**config.mk**
```make
export PLATFORM = sky130hd
export DESIGN_NAME = binary_arith_codec_fixed_prob_core
export DESIGN_NICKNAME = d
export VERILOG_FILES = /design/src/hw/rtl/bacfp_pkg.sv /design/src/hw/rtl/bacfp_datapath.sv /design/src/hw/rtl/bacfp_ctrl.sv /design/src/hw/rtl/binary_arith_codec_fixed_prob_core.sv
export SDC_FILE = /design/constraint.sdc
export NUM_CORES = 1
export LEC_CHECK = 0
export ABC_AREA = 1
export BUFFER_PORTS_ARGS = -buffer_cell sky130_fd_sc_hd__buf_2
export CORE_ASPECT_RATIO = 0.6
export CORE_UTILIZATION = 55
export DETAILED_ROUTE_END_ITERATION = 10
export HOLD_SLACK_MARGIN = 0.15
export PLACE_DENSITY = 0.85
export SYNTH_ARGS = -nofsm -noshare
export SYNTH_HDL_FRONTEND = slang
export SYNTH_SLANG_ARGS = --single-unit
```
**constraint.sdc**
```tcl
create_clock -name clk -period 3.9 [get_ports clk]
set_input_delay 0.585 -clock clk [delete_from_list [all_inputs] [get_ports clk]]
set_output_delay 0.585 -clock clk [all_outputs]
set_load 0.02 [all_outputs]
```
**src/hw/rtl/bacfp_pkg.sv**
```systemverilog
// ----------------------------------------------------------------------------
// bacfp_pkg
// Shared types and constants for the fixed-probability binary arithmetic
// codec: item and result payloads, and the controller/datapath link.
// ----------------------------------------------------------------------------
package bacfp_pkg;

	// Fraction width of the interval arithmetic; 1.0 is 2^FRAC_BITS.
	localparam int unsigned FRAC_BITS = 32;
	localparam int unsigned RANGE_W   = FRAC_BITS + 1;
	localparam logic [RANGE_W-1:0] ONE_POINT_ZERO = {1'b1, {FRAC_BITS{1'b0}}};
	localparam logic [RANGE_W-1:0] MIN_RANGE      = RANGE_W'(4);

	// Item kinds.
	localparam logic KIND_ENCODE = 1'b0;
	localparam logic KIND_DECODE = 1'b1;

	// One input item.
	typedef struct packed {
		logic       kind;
		logic       bit_in;
		logic       is_last;
		logic [3:0] symbol_count;
	} item_t;

	// One result item.
	typedef struct packed {
		logic bit_out;
		logic last_out;
		logic overflow;
	} result_t;

	// Commands from the controller to the datapath.
	typedef struct packed {
		logic accept;     // apply the accepted item to encoder or decoder state
		logic dec_start;  // load symbol count and restart the decode interval
		logic dec_clear;  // empty decode message: clear the code register
		logic norm_init;  // load the leading-zero search from the range
		logic norm_shift; // one step of the leading-zero search
		logic round;      // form the rounded code word
		logic enc_emit;   // emit one code bit
		logic dec_emit;   // emit one decoded symbol
	} dp_cmd_t;

	// Status from the datapath to the controller.
	typedef struct packed {
		logic norm_done; // leading-zero search has reached the top bit
		logic cnt_last;  // the next emitted result is the final one
		logic out_free;  // output register can take a result this cycle
	} dp_status_t;

endpackage

```
**src/hw/rtl/bacfp_datapath.sv**
```systemverilog
// ----------------------------------------------------------------------------
// bacfp_datapath
// Interval registers, code register, leading-zero search, rounding and the
// output register of the codec. Acts only on commands from the controller.
// ----------------------------------------------------------------------------
module bacfp_datapath
	import bacfp_pkg::*;
#(
	parameter int unsigned MAX_SYMBOLS = 15
) (
	input  logic       clk,
	input  logic       arst_n,
	input  item_t      item,
	input  dp_cmd_t    cmd,
	output dp_status_t status,
	output logic       result_valid,
	input  logic       result_stall,
	output result_t    result
);

	localparam logic [3:0] MAX_SYM = 4'(MAX_SYMBOLS);

	// Encoder state.
	logic [FRAC_BITS-1:0] enc_low_q;
	logic [RANGE_W-1:0]   enc_range_q;
	logic [3:0]           symbols_seen_q;
	logic                 overflow_flag_q;

	// Decoder state.
	logic [FRAC_BITS-1:0] code_value_q;
	logic [5:0]           code_bits_seen_q;
	logic [RANGE_W-1:0]   dec_low_q;
	logic [RANGE_W-1:0]   dec_range_q;
	logic                 dec_ovf_q;

	// Message-end working registers.
	logic [RANGE_W-1:0]   norm_q;
	logic [FRAC_BITS-1:0] mask_q;
	logic [FRAC_BITS-1:0] word_q;
	logic [4:0]           cnt_q;

	// Output register.
	logic    res_valid_q;
	result_t res_q;

	logic [RANGE_W-1:0]   enc_quarter;
	logic [RANGE_W-1:0]   norm_src;
	logic [FRAC_BITS-1:0] keep_bits;
	logic [FRAC_BITS-1:0] round_unit;
	logic [RANGE_W-1:0]   dec_quarter;
	logic [RANGE_W-1:0]   dec_split;
	logic                 dec_bit;
	logic [3:0]           dec_count;

	// Interval splits and rounding terms.
	always_comb begin
		enc_quarter = enc_range_q >> 2;
		norm_src    = (enc_range_q < MIN_RANGE) ? MIN_RANGE : enc_range_q;
		keep_bits   = enc_low_q & ~mask_q;
		round_unit  = (|(enc_low_q & mask_q)) ? (mask_q + FRAC_BITS'(1)) : '0;
		dec_quarter = dec_range_q >> 2;
		dec_split   = dec_low_q + dec_quarter;
		dec_bit     = !(dec_split > {1'b0, code_value_q});
		dec_count   = (item.symbol_count > MAX_SYM) ? MAX_SYM : item.symbol_count;
	end

	// Status back to the controller.
	always_comb begin
		status.norm_done = norm_q[RANGE_W-1];
		status.cnt_last  = (cnt_q == 5'd1);
		status.out_free  = !res_valid_q || !result_stall;
	end

	// Encoder interval and overflow flag.
	always_ff @(posedge clk or negedge arst_n) begin
		if (!arst_n) begin
			enc_low_q       <= '0;
			enc_range_q     <= ONE_POINT_ZERO;
			symbols_seen_q  <= '0;
			overflow_flag_q <= 1'b0;
		end else if (cmd.enc_emit && status.cnt_last) begin
			enc_low_q       <= '0;
			enc_range_q     <= ONE_POINT_ZERO;
			symbols_seen_q  <= '0;
			overflow_flag_q <= 1'b0;
		end else if (cmd.accept && item.kind == KIND_ENCODE) begin
			if (symbols_seen_q >= MAX_SYM) begin
				overflow_flag_q <= 1'b1;
			end else begin
				if (item.bit_in) begin
					enc_low_q   <= enc_low_q + enc_quarter[FRAC_BITS-1:0];
					enc_range_q <= enc_range_q - enc_quarter;
				end else begin
					enc_range_q <= enc_quarter;
				end
				symbols_seen_q <= symbols_seen_q + 4'd1;
			end
		end
	end

	// Code register: bits fill from the top, later than the 32nd are ignored.
	always_ff @(posedge clk or negedge arst_n) begin
		if (!arst_n) begin
			code_value_q     <= '0;
			code_bits_seen_q <= '0;
		end else if (cmd.dec_clear || (cmd.dec_emit && status.cnt_last)) begin
			code_value_q     <= '0;
			code_bits_seen_q <= '0;
		end else if (cmd.accept && item.kind == KIND_DECODE && !code_bits_seen_q[5]) begin
			code_value_q[~code_bits_seen_q[4:0]] <= item.bit_in;
			code_bits_seen_q                     <= code_bits_seen_q + 6'd1;
		end
	end

	// Decode interval, restarted at [0, 1) for each message.
	always_ff @(posedge clk) begin
		if (cmd.dec_start) begin
			dec_low_q   <= '0;
			dec_range_q <= ONE_POINT_ZERO;
			dec_ovf_q   <= (item.symbol_count > MAX_SYM);
		end else if (cmd.dec_emit) begin
			if (dec_bit) begin
				dec_low_q   <= dec_split;
				dec_range_q <= dec_range_q - dec_quarter;
			end else begin
				dec_range_q <= dec_quarter;
			end
		end
	end

	// Leading-zero search of range - 1 and the rounded code word. The count of
	// leading zeros is the code length; the mask tracks the discarded bits.
	always_ff @(posedge clk) begin
		if (cmd.norm_init) begin
			norm_q <= norm_src - RANGE_W'(1);
			mask_q <= '1;
		end else if (cmd.norm_shift) begin
			norm_q <= norm_q << 1;
			mask_q <= mask_q >> 1;
		end
		if (cmd.round) begin
			word_q <= keep_bits + round_unit;
		end else if (cmd.enc_emit) begin
			word_q <= word_q << 1;
		end
	end

	// Shared counter: code length during the search, then results left.
	always_ff @(posedge clk or negedge arst_n) begin
		if (!arst_n) begin
			cnt_q <= '0;
		end else if (cmd.norm_init) begin
			cnt_q <= '0;
		end else if (cmd.norm_shift) begin
			cnt_q <= cnt_q + 5'd1;
		end else if (cmd.dec_start) begin
			cnt_q <= {1'b0, dec_count};
		end else if (cmd.enc_emit || cmd.dec_emit) begin
			cnt_q <= cnt_q - 5'd1;
		end
	end

	// Output register: holds a result until its transfer completes.
	always_ff @(posedge clk or negedge arst_n) begin
		if (!arst_n) begin
			res_valid_q <= 1'b0;
		end else if (cmd.enc_emit || cmd.dec_emit) begin
			res_valid_q <= 1'b1;
		end else if (!result_stall) begin
			res_valid_q <= 1'b0;
		end
	end

	always_ff @(posedge clk) begin
		if (cmd.enc_emit) begin
			res_q.bit_out  <= word_q[FRAC_BITS-1];
			res_q.last_out <= status.cnt_last;
			res_q.overflow <= overflow_flag_q;
		end else if (cmd.dec_emit) begin
			res_q.bit_out  <= dec_bit;
			res_q.last_out <= status.cnt_last;
			res_q.overflow <= dec_ovf_q;
		end
	end

	assign result_valid = res_valid_q;
	assign result       = res_q;

	// A result is only loaded when the output register is free.
	a_emit_free: assert property (@(posedge clk) disable iff (!arst_n)
		(cmd.enc_emit || cmd.dec_emit) |-> status.out_free)
		else $error("result loaded over a pending result");

	// Emission never runs with an empty result count.
	a_emit_cnt: assert property (@(posedge clk) disable iff (!arst_n)
		(cmd.enc_emit || cmd.dec_emit) |-> (cnt_q != 5'd0))
		else $error("emission with zero results left");

	// The leading-zero search ends within the code length limit.
	a_norm_bound: assert property (@(posedge clk) disable iff (!arst_n)
		cmd.norm_shift |-> (cnt_q < 5'd31))
		else $error("leading-zero search ran past 31 bits");

	// The decode interval never collapses while symbols are produced.
	a_dec_range: assert property (@(posedge clk) disable iff (!arst_n)
		cmd.dec_emit |-> (dec_range_q != '0))
		else $error("decode range collapsed");

endmodule

```
**src/hw/rtl/bacfp_ctrl.sv**
```systemverilog
// ----------------------------------------------------------------------------
// bacfp_ctrl
// Controller of the codec: takes items while idle and sequences the
// message-end work of the encoder and the decoder.
// ----------------------------------------------------------------------------
module bacfp_ctrl
	import bacfp_pkg::*;
(
	input  logic       clk,
	input  logic       arst_n,
	input  logic       item_valid,
	output logic       item_stall,
	input  item_t      item,
	input  dp_status_t status,
	output dp_cmd_t    cmd
);

	typedef enum logic [2:0] {
		ST_IDLE,
		ST_ENC_INIT,
		ST_ENC_NORM,
		ST_ENC_ROUND,
		ST_ENC_EMIT,
		ST_DEC_EMIT
	} state_t;

	state_t state_q;
	logic   take;

	assign item_stall = (state_q != ST_IDLE);
	assign take       = item_valid && (state_q == ST_IDLE);

	// Commands decoded from the state and the accepted item.
	always_comb begin
		cmd = '0;
		unique case (state_q)
			ST_IDLE: begin
				cmd.accept = take;
				if (take && item.kind == KIND_DECODE && item.is_last) begin
					cmd.dec_clear = (item.symbol_count == 4'd0);
					cmd.dec_start = (item.symbol_count != 4'd0);
				end
			end
			ST_ENC_INIT:  cmd.norm_init  = 1'b1;
			ST_ENC_NORM:  cmd.norm_shift = !status.norm_done;
			ST_ENC_ROUND: cmd.round      = 1'b1;
			ST_ENC_EMIT:  cmd.enc_emit   = status.out_free;
			ST_DEC_EMIT:  cmd.dec_emit   = status.out_free;
			default:      cmd = '0;
		endcase
	end

	// State register.
	always_ff @(posedge clk or negedge arst_n) begin
		if (!arst_n) begin
			state_q <= ST_IDLE;
		end else begin
			unique case (state_q)
				ST_IDLE: begin
					if (take && item.is_last) begin
						if (item.kind == KIND_ENCODE) begin
							state_q <= ST_ENC_INIT;
						end else if (item.symbol_count != 4'd0) begin
							state_q <= ST_DEC_EMIT;
						end
					end
				end
				ST_ENC_INIT: state_q <= ST_ENC_NORM;
				ST_ENC_NORM: begin
					if (status.norm_done) begin
						state_q <= ST_ENC_ROUND;
					end
				end
				ST_ENC_ROUND: state_q <= ST_ENC_EMIT;
				ST_ENC_EMIT, ST_DEC_EMIT: begin
					if (status.out_free && status.cnt_last) begin
						state_q <= ST_IDLE;
					end
				end
				default: state_q <= ST_IDLE;
			endcase
		end
	end

endmodule

```
**src/hw/rtl/binary_arith_codec_fixed_prob_core.sv**
```systemverilog
// ----------------------------------------------------------------------------
// binary_arith_codec_fixed_prob_core
// Binary arithmetic encoder and decoder with a static model, P(0) = 1/4.
// ----------------------------------------------------------------------------
// Items are taken one per cycle while the codec is idle; an encode symbol
// narrows the 33-bit interval in the cycle it is taken. The last encode item
// starts the message-end sequence: a setup step, a leading-zero search of
// range - 1 at one bit per cycle, a rounding step and then the L code bits
// (L from 1 to 31), one per cycle while the result side does not stall. The
// last decode item with a count of n (capped at MAX_SYMBOLS) produces n
// symbols, one per cycle while the result side does not stall, each from one
// add and compare in the decode interval. Results leave through a single
// output register, so a stall on the result side holds the sequence; input is
// stalled until the final result of a message has been loaded.
// ----------------------------------------------------------------------------
module binary_arith_codec_fixed_prob_core
	import bacfp_pkg::*;
#(
	parameter int unsigned MAX_SYMBOLS = 15
) (
	input  logic    clk,
	input  logic    arst_n,
	input  logic    item_valid,
	output logic    item_stall,
	input  item_t   item,
	output logic    result_valid,
	input  logic    result_stall,
	output result_t result
);

	dp_cmd_t    cmd;
	dp_status_t status;

	// Sequencing.
	bacfp_ctrl u_ctrl (
		.clk        (clk),
		.arst_n     (arst_n),
		.item_valid (item_valid),
		.item_stall (item_stall),
		.item       (item),
		.status     (status),
		.cmd        (cmd)
	);

	// Interval arithmetic and output register.
	bacfp_datapath #(
		.MAX_SYMBOLS (MAX_SYMBOLS)
	) u_datapath (
		.clk          (clk),
		.arst_n       (arst_n),
		.item         (item),
		.cmd          (cmd),
		.status       (status),
		.result_valid (result_valid),
		.result_stall (result_stall),
		.result       (result)
	);

endmodule

```
* Word level (Yosys, flattened, before mapping)
Cells that the tools add are included.
Storage, ports and cells: bits in registers 284, input port bits 11, output and inout bits 5, word-level logic and storage cells 141
Operators by class: add/subtract/negate cells 11, order comparisons 6, equal/unequal tests 12, muxes and demuxes 50, bitwise logic cells 6, reductions and logical operators 38
Operators with widths (number):
- two-way mux 32 bit | 9
- two-way mux 33 bit | 8
- subtractor 33 x 31 -> 33 bit | 2
- bitwise AND 32 bit | 2
- adder 33 x 31 -> 33 bit | 1
- > comparator 33 x 32 -> 1 bit | 1
- less-than comparator 33 x 3 -> 1 bit (second input constant) | 1
- subtractor 33 x 1 -> 33 bit (second input constant) | 1
- adder 32 x 1 -> 32 bit (second input constant) | 1
- adder 32 x 31 -> 32 bit | 1
- adder 32 bit | 1
- bitwise mux 32 bit | 1
- NOT 32 bit | 1
- OR reduction 32 bit | 1
- two-way mux 3 bit | 8
- two-way mux 5 bit | 4
- two-way mux 4 bit | 4
- case mux 3 bit (5 select lines) | 1
- nonzero test 2 bit | 7
- two-way mux 6 bit | 2
- logical AND 1 bit | 11
- two-way mux 1 bit | 11
- inequality test 2 x 1 -> 1 bit (second input constant) | 4
- nonzero test 4 bit | 2
- other kinds (27) | 38

* Longest topological paths before layout
depth after elaboration 10, gate-level depth with buffers 31, mapped depth without buffers 30

* Modules after synthesis
A second synthesis with hierarchy kept.
Second synthesis, totals: cell total of the unflattened synthesis 3319, area, all modules 22917.0 um^2
By module, submodules not included:
- bacfp_datapath | times used 1, cells each 3270, area an instance 22622.9 um^2, sequential area each 6857.8 um^2
- bacfp_ctrl | times used 1, cells each 49, area an instance 294.0 um^2, sequential area each 75.1 um^2

* Worst setup path before layout
No wires, ideal clock.
path type reg2reg, from reg u_datapath.dec_range_q[2], to reg u_datapath.dec_range_q[0], library setup time 0.057 ns, arrival time 3.775 ns, required time 3.843 ns, slack 0.068 ns, cell stages (with the launch flop) 29, buffers on the path 1, clock period less this slack 3.832 ns, cells stage by stage dfxtp_1 -> ha_1 -> fa_1 -> nand3_1 -> nand2_1 -> a21oi_2 -> o21ai_2 -> nand3_1 -> nand2_2 -> a21boi_0 -> o21bai_1 -> nand2_1 -> nand2_1 -> xor2_1 -> ha_1 -> a21oi_1 -> nor2_1 -> a211oi_1 -> nand2_1 -> nand2_1 -> nand2_1 -> nand2_1 -> nand2_1 -> nand2_1 -> clkbuf_1 -> nand4_1 -> nand3_1 -> nand2_1 -> inv_1
Between the ends: cells in the longest elaborated chain, start to end 3, elaborated cells between the ends (all ways) 4, those cells by class 2 x add/sub; 1 x order compare; 1 x mux
Ends and longest elaborated chain:
- from (decl) | RTL line bacfp_datapath.sv:33 | logic [RANGE_W-1:0] dec_range_q;
- from (signal assigned) | RTL line bacfp_datapath.sv:124 | dec_range_q <= dec_range_q - dec_quarter;
- from (signal assigned) | RTL line bacfp_datapath.sv:126 | dec_range_q <= dec_quarter;
- adder 33 x 31 -> 33 bit | RTL line bacfp_datapath.sv:62 | dec_split = dec_low_q + dec_quarter;
- named net u_datapath.dec_split[26] | RTL line bacfp_datapath.sv:51 | logic [RANGE_W-1:0] dec_split;
- > comparator 33 x 32 -> 1 bit | RTL line bacfp_datapath.sv:63 | dec_bit = !(dec_split > {1'b0, code_value_q});
- two-way mux 33 bit | RTL line bacfp_datapath.sv:122 | if (dec_bit) begin
The timed path passes the listed nets, and every way through them passes these cells. A chain may end at the register's enable or synchronous reset.

* Worst setup path in the final report
from reg u_datapath.dec_range_q[10], to reg u_datapath.dec_range_q[7]
Same word-level chain as after synthesis.

==> reports/metrics.yaml <==
status:
  status: "finished, violations left"
  violations: "setup timing"
drt:
  drt_iter0_drc: 3575
  drtAntennaViolNets: 0
  via_per_inst: 6.03
  drt_first_pass_iters: 7
  drc_errors: 0
  dr_total_vias: 24700
  wl_per_cell_um: 18.3
  wl_mm: 75.1
cells_and_area:
  final_nets: 3726
  layout-drive-gt1-share: 0.179
  fill_cells: 3230
  n_antenna_cell: 0
  syn2layout_area_growth_pct: 21.4
  design_area_um2: 27900
synthesis:
  seq_area_frac_synth: 0.302
  synth_cell_types: 64
  yosys.area.top_type: "dfrtp_1"
  async_flop_share: 0.413
  synthCells: 3289
  syn_avg_cell_area_um2: 6.99
  syn-num-nets: 3502
  synth_edf_count: 68
  synth_common_cells: "nand2_1, inv_1, a21oi_1"
  synth_area_leaders: "dfrtp_1, nand2_1, ha_1"
  synth_warnings: 0
  synth-main-ff-cell: "dfrtp_1"
  syn_area_um2: 23000
  yosysTopAreaCellShare: 0.126
  synth-seq-cells: 283
  yosysMostFrequentCell: "nand2_1"
placement:
  detailed_place_hpwl_mm: 53.6
  place_area_um2: 25200
  port-buffer-count: 15
  globalplace.congestion: 1.06
job:
  cap_violations: 0
grt:
  grt_max_degree: 75
  antenna_found_initial: 1
  overflow: 0
  grt_pass1_wl_mm: 112
  grt_pass1_vias: 21300
  track_usage: 0.324
sta:
  tightest_slew_ns: 1.13
  slew_violations: 0
  maxSlewHeadroom: 0.243
  fin_crit_sh: 1.07
  setup_slack_ns: -0.288
  finalSetupViolCount: 75
  fmax_ghz: 0.239
  fin_skew_ns: 0.0222
  fin_crit_ns: 4.19
  final-hold-violation-count: 0
  rsz0062_at_grt: "true"
setup_path:
  path_max_fanout: 31
  reg2reg_to: "u_datapath.dec_range_q[7]$_SDFFE_PP0P_"
  r2r.worst_path.cells: 20
  crit_type: "reg2reg"
  cp-end-kind: "flip-flop"
  rrSetupSlack_ns: -0.29
  worstPathArrival_ns: 4.72
  required_ns: 4.43
  timing.rr.start: "u_datapath.dec_range_q[10]$_SDFFE_PP0P_"
  startpoint_type: "flip-flop"
clock_tree:
  clock_path_buffers: 3
  cts_max_level: 1
  cts.reportedPaths.clkPinSlew_ns: 0.07
  clk_latency_ns: 0.60
  clkSinkCount: 283
  cts_root_buf: "clkbuf_16"
  numCtsBuffers: 30
  cts_tree: "built"
  ctsHoldBuffers: 0
floorplan:
  pin_count: 16
  die_w_um: 266
  dieArea_um2: 42700
  die_height_um: 160
  start_util: 0.563
  core_area_um2: 40900
  rows: 57
hold_path:
  hp-class: "in2async"
==> metrics by stage <==
stage	util	hold slack, ns	TNS [ns]	instances	worst slack, ns
2_1_floorplan	-	0.289	0	3289	0.0683
3_3_place_gp	0.617	0.457	-11.99	4004	-0.204
3_5_place_dp	0.617	0.462	-17.58	4004	-0.318
4_1_cts	0.649	0.222	-5.62	4073	-0.131
5_1_grt	0.683	0.283	-28.00	4097	-0.461
6_report	0.683	0.193	-15.35	4097	-0.288
==> kinds of logic after synthesis <==
family,Yosys count,share of synthesized area
fa+ha+maj,202,0.112
compound gates,800,0.198
flops,283,0.302
xor+xnor,123,0.0468
simple gates,1331,0.251
buf+inv,550,0.0916
==> cell type report <==
class / instances / area [µm²] / share of cell area
inverter: 459 / 1730 / 0.0620
timing repair buffer: 283 / 2350 / 0.0844
clock inverter: 8 / 71.3 / 0.00256
multi-input combinational: 2456 / 15200 / 0.544
tap: 560 / 701 / 0.0251
clock buffer: 48 / 913 / 0.0327
sequential: 283 / 6940 / 0.249
==> worst max-delay path, stage by stage (launching register included) <==
cell and delay, ns:
dfxtp_1 0.33, ha_1 0.34, a21oi_1 0.32, inv_1 0.12, nor2_1 0.18, o221ai_1 0.16
nand2_1 0.13, nand3_2 0.16, a21oi_1 0.20, xor2_1 0.16, inv_1 0.08, ha_1 0.27
nand4_1 0.19, nor4_2 0.34, nand4_1 0.22, nand2_4 0.20, buf_8 0.24, nand4_1 0.17
nand3_2 0.14, nand2_1 0.07, inv_1 0.08
==> sequential cells by signal (all words and copies together) (netlist names) <==
name and flops:
u_datapath.mask_q 32, u_datapath.result_valid 1, u_datapath.symbols_seen_q 4, u_datapath.code_bits_seen_q 6, u_datapath.norm_q 33, u_datapath.overflow_flag_q 1
u_datapath.enc_range_q 33, u_datapath.dec_range_q 33, u_datapath.cnt_q 5, u_ctrl.state_q 3, u_datapath.dec_low_q 33, u_datapath.code_value_q 32
u_datapath.word_q 32, u_datapath.result 3, u_datapath.enc_low_q 32
==> worst max-delay path by stage <==
stage	start	endpoint	slack, ns
floorplan	u_datapath.dec_range_q[2]$_SDFFE_PP0P_	u_datapath.dec_range_q[0]$_SDFFE_PP0P_	0.07
global placement	u_datapath.dec_range_q[2]$_SDFFE_PP0P_	u_datapath.dec_range_q[1]$_SDFFE_PP0P_	-0.20
detailed placement	u_datapath.dec_range_q[2]$_SDFFE_PP0P_	u_datapath.dec_low_q[26]$_SDFFE_PP0P_	-0.32
CTS	u_datapath.dec_low_q[0]$_SDFFE_PP0P_	u_datapath.dec_range_q[1]$_SDFFE_PP0P_	-0.13
global route	u_datapath.dec_low_q[0]$_SDFFE_PP0P_	u_datapath.dec_low_q[22]$_SDFFE_PP0P_	-0.46
finish	u_datapath.dec_range_q[10]$_SDFFE_PP0P_	u_datapath.dec_range_q[7]$_SDFFE_PP0P_	-0.29
==> per-layer routing <==
metal  up-vias  wire length, µm  global-route usage
met5         -                8                   0
met4         2              961              0.0384
met3       110            11200              0.0983
met2      1553            28800               0.401
met1     11500            34100               0.541
li1      11600                -                   -
==> what timing repair did <==
item | 4_1_cts | 5_1_grt
resized for setup | 47 | 283
setup buffers | 11 | 23
hold endpoints to repair | 0 | 0
pin swaps | 14 | 120
gates cloned | 3 | 2
setup endpoints to repair | 78 | 87
==> placed cells by master, fill, tap and decap left out, drive strengths merged, types with 3 or more instances in the layout <==
master and n:
o311a 18, edfxtp 68, a211oi 4, o21a 11
dfxtp 98, o211ai 36, fa 5, nand4 59
o21bai 12, a21oi 311, or2 9, ha 197
o21ai 276, dfrtp 116, o31ai 5, nand2 686
xor2 78, nor3 73, o221ai 5, nor2 318
a221oi 8, clkbuf 50, nor4 14, buf 281
clkinv 7, a21o 23, o22ai 22, o32ai 3
nand3 165, xnor2 45, a31oi 46, inv 459
a21boi 11
Power is left out: the tool's default activity adds up to more than one toggle a clock period on the data nets, which glitch-free logic cannot reach.
